===== src/hdl/life_generation_engine_top_defines.svh =====
// ----------------------------------------------------------------------------
// Life generation engine assertion macros
// Shared concurrent assertion forms, clocked on clk, disabled in reset.
// ----------------------------------------------------------------------------
`ifndef LIFE_GENERATION_ENGINE_TOP_DEFINES_SVH
`define LIFE_GENERATION_ENGINE_TOP_DEFINES_SVH

// same-cycle implication
`define LGE_ASSERT_NOW(lbl, ante, cons, msg) \
  lbl: assert property (@(posedge clk) disable iff (!rst_n) (ante) |-> (cons)) else $error(msg);

// next-cycle implication
`define LGE_ASSERT_NXT(lbl, ante, cons, msg) \
  lbl: assert property (@(posedge clk) disable iff (!rst_n) (ante) |=> (cons)) else $error(msg);

`endif


===== src/hdl/lge_pkg.sv =====
// ----------------------------------------------------------------------------
// Life generation engine package
// Shared types, codes and defaults.
// ----------------------------------------------------------------------------
`timescale 1ns / 1ps

package lge_pkg;

  localparam int DEF_MAX_ROWS = 64;
  localparam int DEF_MAX_COLS = 64;

  localparam int OP_W    = 2;
  localparam int ROW_W   = 6;
  localparam int COL_W   = 6;
  localparam int GEN_W   = 16;
  localparam int CFG_W   = 7;
  localparam int CFG_IDX_W = 1;

  localparam logic [OP_W-1:0] OP_WRITE = 2'd0;
  localparam logic [OP_W-1:0] OP_RUN   = 2'd1;
  localparam logic [OP_W-1:0] OP_READ  = 2'd2;

  localparam logic [CFG_IDX_W-1:0] CFG_ROW_COUNT = 1'b0;
  localparam logic [CFG_IDX_W-1:0] CFG_COL_COUNT = 1'b1;

  localparam logic [CFG_W-1:0] ROW_COUNT_RST = 7'd64;
  localparam logic [CFG_W-1:0] COL_COUNT_RST = 7'd64;

  // B3/S23 neighbour counts
  localparam logic [3:0] CNT_SURVIVE = 4'd2;
  localparam logic [3:0] CNT_BIRTH   = 4'd3;

  typedef enum logic [2:0] {
    ST_CLEAR,
    ST_IDLE,
    ST_ACCESS,
    ST_GEN,
    ST_DONE
  } lge_state_t;

  // one column of the three-row window
  typedef struct packed {
    logic up;
    logic mid;
    logic down;
  } col_bits_t;

  typedef struct packed {
    logic clr;
    logic shift;
  } cell_ctl_t;

endpackage


===== src/hdl/lge_cell.sv =====
// ----------------------------------------------------------------------------
// Life generation engine column cell
// Holds one column of the row window and computes that column's next state.
// ----------------------------------------------------------------------------
`timescale 1ns / 1ps

module lge_cell (
  input  logic              clk,
  input  lge_pkg::cell_ctl_t ctl_i,
  input  logic              in_use_i,
  input  logic              row_vld_i,
  input  logic              rd_bit_i,
  input  lge_pkg::col_bits_t left_i,
  input  lge_pkg::col_bits_t right_i,
  output lge_pkg::col_bits_t col_o,
  output logic              new_bit_o
);
  import lge_pkg::*;

  logic       up_r;
  logic       mid_r;
  logic       raw_r;
  logic       down;
  logic [3:0] cnt;

  assign down  = rd_bit_i & row_vld_i & in_use_i;
  assign col_o = '{up: up_r, mid: mid_r, down: down};

  assign cnt = 4'($countones({left_i.up, left_i.mid, left_i.down,
                              right_i.up, right_i.mid, right_i.down,
                              up_r, down}));

  // columns outside the area keep their stored bit
  assign new_bit_o = in_use_i ? ((cnt == CNT_BIRTH) | ((cnt == CNT_SURVIVE) & mid_r))
                              : raw_r;

  always_ff @(posedge clk) begin
    if (ctl_i.clr) begin
      up_r  <= 1'b0;
      mid_r <= 1'b0;
    end else if (ctl_i.shift) begin
      up_r  <= mid_r;
      mid_r <= down;
      raw_r <= rd_bit_i;
    end
  end

endmodule


===== config.mk =====
export PLATFORM = sky130hd
export DESIGN_NAME = lge_cell
export DESIGN_NICKNAME = d
export VERILOG_FILES = /design/src/hdl/life_generation_engine_top_defines.svh /design/src/hdl/lge_pkg.sv /design/src/hdl/lge_cell.sv
export SDC_FILE = /design/constraint.sdc
export NUM_CORES = 1
export LEC_CHECK = 0
export BUFFER_PORTS_ARGS = -buffer_cell sky130_fd_sc_hd__buf_2
export CAP_MARGIN = 5
export CORE_AREA = 3 3 40 42
export CTS_CLUSTER_SIZE = 24
export DETAILED_ROUTE_END_ITERATION = 6
export DIE_AREA = 0 0 43 45
export PLACE_DENSITY = 0.55
export SYNTH_ARGS = -nofsm -noshare
export SYNTH_HDL_FRONTEND = slang
export SYNTH_SLANG_ARGS = --single-unit

===== constraint.sdc =====
create_clock -name clk -period 7.5 [get_ports clk]
set_input_delay 1.5 -clock clk [delete_from_list [all_inputs] [get_ports clk]]
set_output_delay 1.5 -clock clk [all_outputs]
set_load 0.01 [all_outputs]

==> results.toml, run 1 <==
[critical_path]
worstSetupStartpointType = "input pin"
path_depth = 12
cp.required_ps = 6000
cp_slowest_cell = "fa_1"
crit_buf_inv = 4
regToRegSetupSlack_ps = 6850
cp_slowest_stage_delay_ps = 550
cpMostUsedCell = "fa_1"
path_class = "input pin to output pin"
end_kind = "output pin"
cp-endpoint = "new_bit_o"
cp_cell_sequence = "buf_2 -> inv_1 -> fa_1 -> fa_1 -> fa_1 -> inv_1 -> ha_1 -> fa_1 -> o211ai_1 -> a21o_1 -> o22ai_1 -> buf_2"
crit_start = "left_i[0]"
r2r-end = "up_r$_SDFFE_PP0P_"
reg2reg_from = "mid_r$_SDFFE_PP0P_"
cpLargestDelayFamily = "adder cells"
r2r_cells = 2
arrival_ps = 4290
crit_fanout = 2

[power]
cellPowerDensity_nw_per_um2 = 172
seqPwrFrac = 0.239
ir_worst_vdd_mv = 0.0588
p_comb_frac = 0.338
leakage_nw = 0.254
switching_share = 0.329
p_int_mw = 0.0498
p_sw_mw = 0.0244
pwr-share-clk = 0.422

[cts]
hold_buffers = 0
cts_setup_buffers = 0
cts.path.max_buffers = 2
cts.sinks = 3
htreeDepth = 1
insertion_delay_ps = 250
clk_pin_slew_ps = 40
ctsResizeCount = 0
root_buffer = "clkbuf_4"
numCtsBuffers = 3
cts_tree = "done"

[final_layout]
drive_gt1_frac = 0.333
final-instance-count-excl-fill = 69
utilization = 0.335
fill_cells = 133
fin_area_sq_um = 430
antennaDiodeCount = 0
nNetsFinal = 74
area_growth_pct = 29.3

[timing]
rsz0062_at_grt = "no"
finalSetupTns_ps = 0
fmax_mhz = 173
final.setup.worst_slack_ps = 1710
slew_violations = 0
finalSetupViolCount = 0
post-route-period-util = 0.772
tightest_slew_ps = 121
slew_headroom = 0.917
hold_viol = 0
clock_skew_ps = 13.2
finalCriticalPeriod_ps = 5790

[yosys]
synth.avg_cell_area_sq_um = 8.76
syn_area_sq_um = 333
synth_nets = 57
yosysSeqAreaShare = 0.211
yosys.cell_types.count = 15
ys_seq_elements = 3
yosys_warnings = 0
syn-instance-count = 38

[place]
portBuffers = 15
pre_cts_slack_ps = 1690
detailed_place_hpwl_um = 541
dpl_cell_area_sq_um = 404
place.gp.congestion = 0.617
dp_cells = 65

[global_route]
grt_usage = 0.0847
use_met1 = 0.0961
antenna_found_initial = 0
grt_pass1_vias = 275
grt_util_met3 = 0.0558
globalRouteMet2Util = 0.108
grt_pass1_wl_mm = 1.11
grt_remaining_overflow = 0
grt_max_degree = 5
grt-busiest-layer = "met2"

[floorplanning]
start_util = 0.259
num_rows = 13
die_area_sq_um = 1940
die_h_um = 45
io_pins = 16
core_area_sq_um = 1280
die_w_um = 43

[status]
outcome = "finished, final reports clean"

[drt]
num_vias = 277
wl_per_cell_um = 9.20
wirelength_um = 635
viasPerCell = 4.01
final_antenna_net_count = 0
firstDrtPassIters = 2
route.detailed.drc = 0
drtIter0Drc = 3

[flow_run]
drv_cap = 0

[hold_path]
min_path_type = "register to register"
synth_stat cells:
| cell type | instances | share of area |
|---|---|---|
| buf_4 | 3 | 0.068 |
| o211ai_1 | 1 | 0.023 |
| edfxtp_1 | 1 | 0.090 |
| nor2b_1 | 1 | 0.019 |
| o22ai_1 | 1 | 0.019 |
| nand2_1 | 1 | 0.011 |
| ha_1 | 3 | 0.11 |
| dfxtp_1 | 2 | 0.12 |
| a31oi_1 | 1 | 0.019 |
| nand3_1 | 1 | 0.015 |
| inv_1 | 14 | 0.16 |
| mux2i_1 | 2 | 0.060 |
| fa_1 | 4 | 0.24 |
| a21o_1 | 1 | 0.023 |
| nor2_1 | 2 | 0.023 |
placed cells by master (no fill, tap or decap):
master,Yosys,final
nor2b_1,1,1
a21o_1,1,1
mux2i_1,2,2
clkbuf_4,0,3
a31oi_1,1,1
o211ai_1,1,1
nand2_1,1,1
nor2_1,2,2
edfxtp_1,1,1
clkbuf_1,0,1
dfxtp_1,2,2
inv_1,14,14
fa_1,4,4
nand3_1,1,1
ha_1,3,3
o22ai_1,1,1
buf_2,0,15
final cells by class:
cell class | count | area, sq um | area share
Clock buffer | 4 | 26.3 | 0.0610
Sequential cell | 3 | 70.1 | 0.163
Multi-Input combinational cell | 18 | 188 | 0.436
Tap cell | 15 | 18.8 | 0.0436
Inverter | 14 | 52.6 | 0.122
Timing Repair Buffer | 15 | 75.1 | 0.174
worst min-delay path by stage:
stage | from | to | slack [ps] | cells past startpoint
6_report | up_r$_SDFFE_PP0P_ | up_r$_SDFFE_PP0P_ | 540 | 2
4_1_cts | up_r$_SDFFE_PP0P_ | up_r$_SDFFE_PP0P_ | 550 | 2
5_1_grt | up_r$_SDFFE_PP0P_ | up_r$_SDFFE_PP0P_ | 580 | 2
3_3_place_gp | up_r$_SDFFE_PP0P_ | up_r$_SDFFE_PP0P_ | 520 | 2
2_1_floorplan | up_r$_SDFFE_PP0P_ | up_r$_SDFFE_PP0P_ | 480 | 2
3_5_place_dp | up_r$_SDFFE_PP0P_ | up_r$_SDFFE_PP0P_ | 540 | 2
stage by stage:
step | hold slack, ps | total power [mW]
after floorplan | 484 | 0.0358
after global placement | 525 | 0.0431
after detailed placement | 537 | 0.0436
after CTS | 552 | 0.0759
after global routing | 581 | 0.0813
final | 537 | 0.0742
state kept, by name, indices dropped and copies added, names as in the netlist:
| name | flops |
|---|---|
| mid_r | 1 |
| raw_r | 1 |
| up_r | 1 |
cell families after synthesis:
kind of cell               count (synthesis)  share of synthesized area
and+or+nand+nor                            5                     0.0677
adders and majority gates                  7                      0.353
AOI/OAI and AO/OA                          4                     0.0827
muxes                                      2                     0.0602
buffers and inverters                     17                      0.226
DFF                                        3                      0.211
power groups by stage:
stage | Clock, mW | Combinational [mW] | Sequential [mW]
floorplan | 0 | 0.0179 | 0.0179
global placement | 0 | 0.0251 | 0.0180
detailed placement | 0 | 0.0255 | 0.0181
CTS | 0.0325 | 0.0256 | 0.0178
global route | 0.0339 | 0.0296 | 0.0178
finish | 0.0313 | 0.0251 | 0.0178
worst reg2reg max path: stages (launching register included):
cell,delay [ps]
dfxtp_1,330
mux2i_1,140
nor2_1,50
layer usage:
layer | up-vias | share of wire
li1 | 142 | -
met5 | - | 0
met1 | 116 | 0.45
met2 | 14 | 0.40
met3 | 5 | 0.11
met4 | 0 | 0.043
(Power assumes the default switching activity.)
==> run 2: changes to the inputs <==
--- a/config.mk
+++ b/config.mk
@@ -11,7 +11,7 @@
 export CTS_CLUSTER_SIZE = 24
 export DETAILED_ROUTE_END_ITERATION = 6
 export DIE_AREA = 0 0 43 45
-export PLACE_DENSITY = 0.55
+export PLACE_DENSITY = 0.56
 export SYNTH_ARGS = -nofsm -noshare
 export SYNTH_HDL_FRONTEND = slang
 export SYNTH_SLANG_ARGS = --single-unit
==> constraint.sdc (replaced) <==
create_clock -name clk -period 4.8 [get_ports clk]
set_input_delay 0.96 -clock clk [delete_from_list [all_inputs] [get_ports clk]]
set_output_delay 0.96 -clock clk [all_outputs]
set_load 0.01 [all_outputs]
==> results.toml, run 2 (same netlist as run 1, synthesis figures left out) <==
[timing]
finalSetupViolCount = 0
post-route-period-util = 0.970
final.setup.worst_slack_ps = 142
slew_violations = 0
finalSetupTns_ps = 0
hold_viol = 0
rsz0062_at_grt = "no"
clock_skew_ps = 0.00183
tightest_slew_ps = 115
finalCriticalPeriod_ps = 4660
slew_headroom = 0.921
fmax_mhz = 215
holdWs_ps = 515

[cts]
htreeDepth = 1
cts.sinks = 3
cts_tree = "done"
clk_pin_slew_ps = 30
cts.path.max_buffers = 2
hold_buffers = 0
insertion_delay_ps = 230
numCtsBuffers = 3
root_buffer = "clkbuf_4"

[critical_path]
path_class = "input pin to output pin"
cp_cell_sequence = "buf_6 -> inv_2 -> fa_1 -> fa_1 -> fa_1 -> inv_1 -> ha_2 -> fa_1 -> o211ai_1 -> a21o_1 -> o22ai_1 -> buf_2"
arrival_ps = 3700
cp_slowest_stage_delay_ps = 550
end_kind = "output pin"
cp_slowest_cell = "fa_1"
cpMostUsedCell = "fa_1"
crit_fanout = 2
cp.required_ps = 3840
worstSetupStartpointType = "input pin"

[final_layout]
area_growth_pct = 32.0
layout_commonest_cell = "buf_2"
drive_gt1_frac = 0.389
nNetsFinal = 74
reg.largest.list = "mid_r (1), raw_r (1), up_r (1)"
utilization = 0.342
antennaDiodeCount = 0
fin_area_sq_um = 439
final_cell_mix = "14 x buf_2, 12 x inv_1, 4 x fa_1"

[flow_run]
drv_cap = 0

[floorplanning]
io_pins = 16
die_w_um = 43
die_h_um = 45
die_area_sq_um = 1940
core_area_sq_um = 1280
start_util = 0.259
num_rows = 13

[drt]
wl_met1_um = 254
wl_per_cell_um = 8.01
firstDrtPassIters = 1
wl_met2_um = 258
wl_met3_um = 41
num_vias = 262
top_layer_used = "met3"
viasPerCell = 3.80
wirelength_um = 553
final_antenna_net_count = 0
route.detailed.drc = 0
drtIter0Drc = 0

[place]
detailed_place_hpwl_um = 488
place.gp.congestion = 0.621
portBuffers = 15
pre_cts_slack_ps = 59.6
dpl_cell_area_sq_um = 404

[global_route]
grt_pass1_vias = 238
grt_max_degree = 5
grt_usage = 0.0653
antenna_found_initial = 0
grt_pass1_wl_um = 869
grt_remaining_overflow = 0

[power]
ir_worst_vdd_mv = 0.119
leakage_nw = 0.252
cellPowerDensity_nw_per_um2 = 255

[status]
outcome = "finished, final reports clean"

[hold_path]
min_path_type = "register to register"
run 2: cell type report:
class / instances / area [sq um]
multi-input combinational: 18 / 190
clock buffer: 4 / 26.3
timing repair buffer: 15 / 81.3
sequential: 3 / 70.1
inverter: 14 / 52.6
fill: 144 / 846
tap: 15 / 18.8
run 2: critical path, delay by kind of cell:
family,cells,cell delay (ps)
adders and majority gates,5,2110
AOI/OAI and AO/OA,3,330
buffers and inverters,4,290
run 2: timing repair:
item                                    in CTS  in global routing
buffers inserted                             0                  0
endpoints found under the setup margin       0                  1
gates resized for setup                      0                  4
run 2: report_power, final:
group	leakage (nW)	total (mW)	internal, mW	switching, mW
clock	0.0150	0.0435	0.0311	0.0124
combinational	0.212	0.0406	0.0201	0.0204
sequential	0.0256	0.0278	0.0274	0.000377
total	0.252	0.112	0.0786	0.0332
run 2: per-layer routing:
| layer | up-vias | track usage |
|---|---|---|
| li1 | 144 | - |
| met1 | 108 | 0.0660 |
| met2 | 10 | 0.0988 |
| met3 | 0 | 0.0478 |
| met4 | 0 | 0.0361 |
| met5 | - | 0 |
run 2: path summary, 6_finish.rpt:
path / startpoint / to / slack (ps) / cells past startpoint
hold / removal: up_r$_SDFFE_PP0P_ / up_r$_SDFFE_PP0P_ / 520 / 2
setup / recovery: right_i[0] / new_bit_o / 140 / 12
hold reg to reg: up_r$_SDFFE_PP0P_ / up_r$_SDFFE_PP0P_ / 520 / 2
setup reg to reg: mid_r$_SDFFE_PP0P_ / up_r$_SDFFE_PP0P_ / 4190 / 2
run 2: stage by stage:
stage               cells  total power [mW]
floorplan              38            0.0560
CTS                    69             0.114
detailed placement     65            0.0682
global route           69             0.126
global placement       65            0.0671
finish                 69             0.112
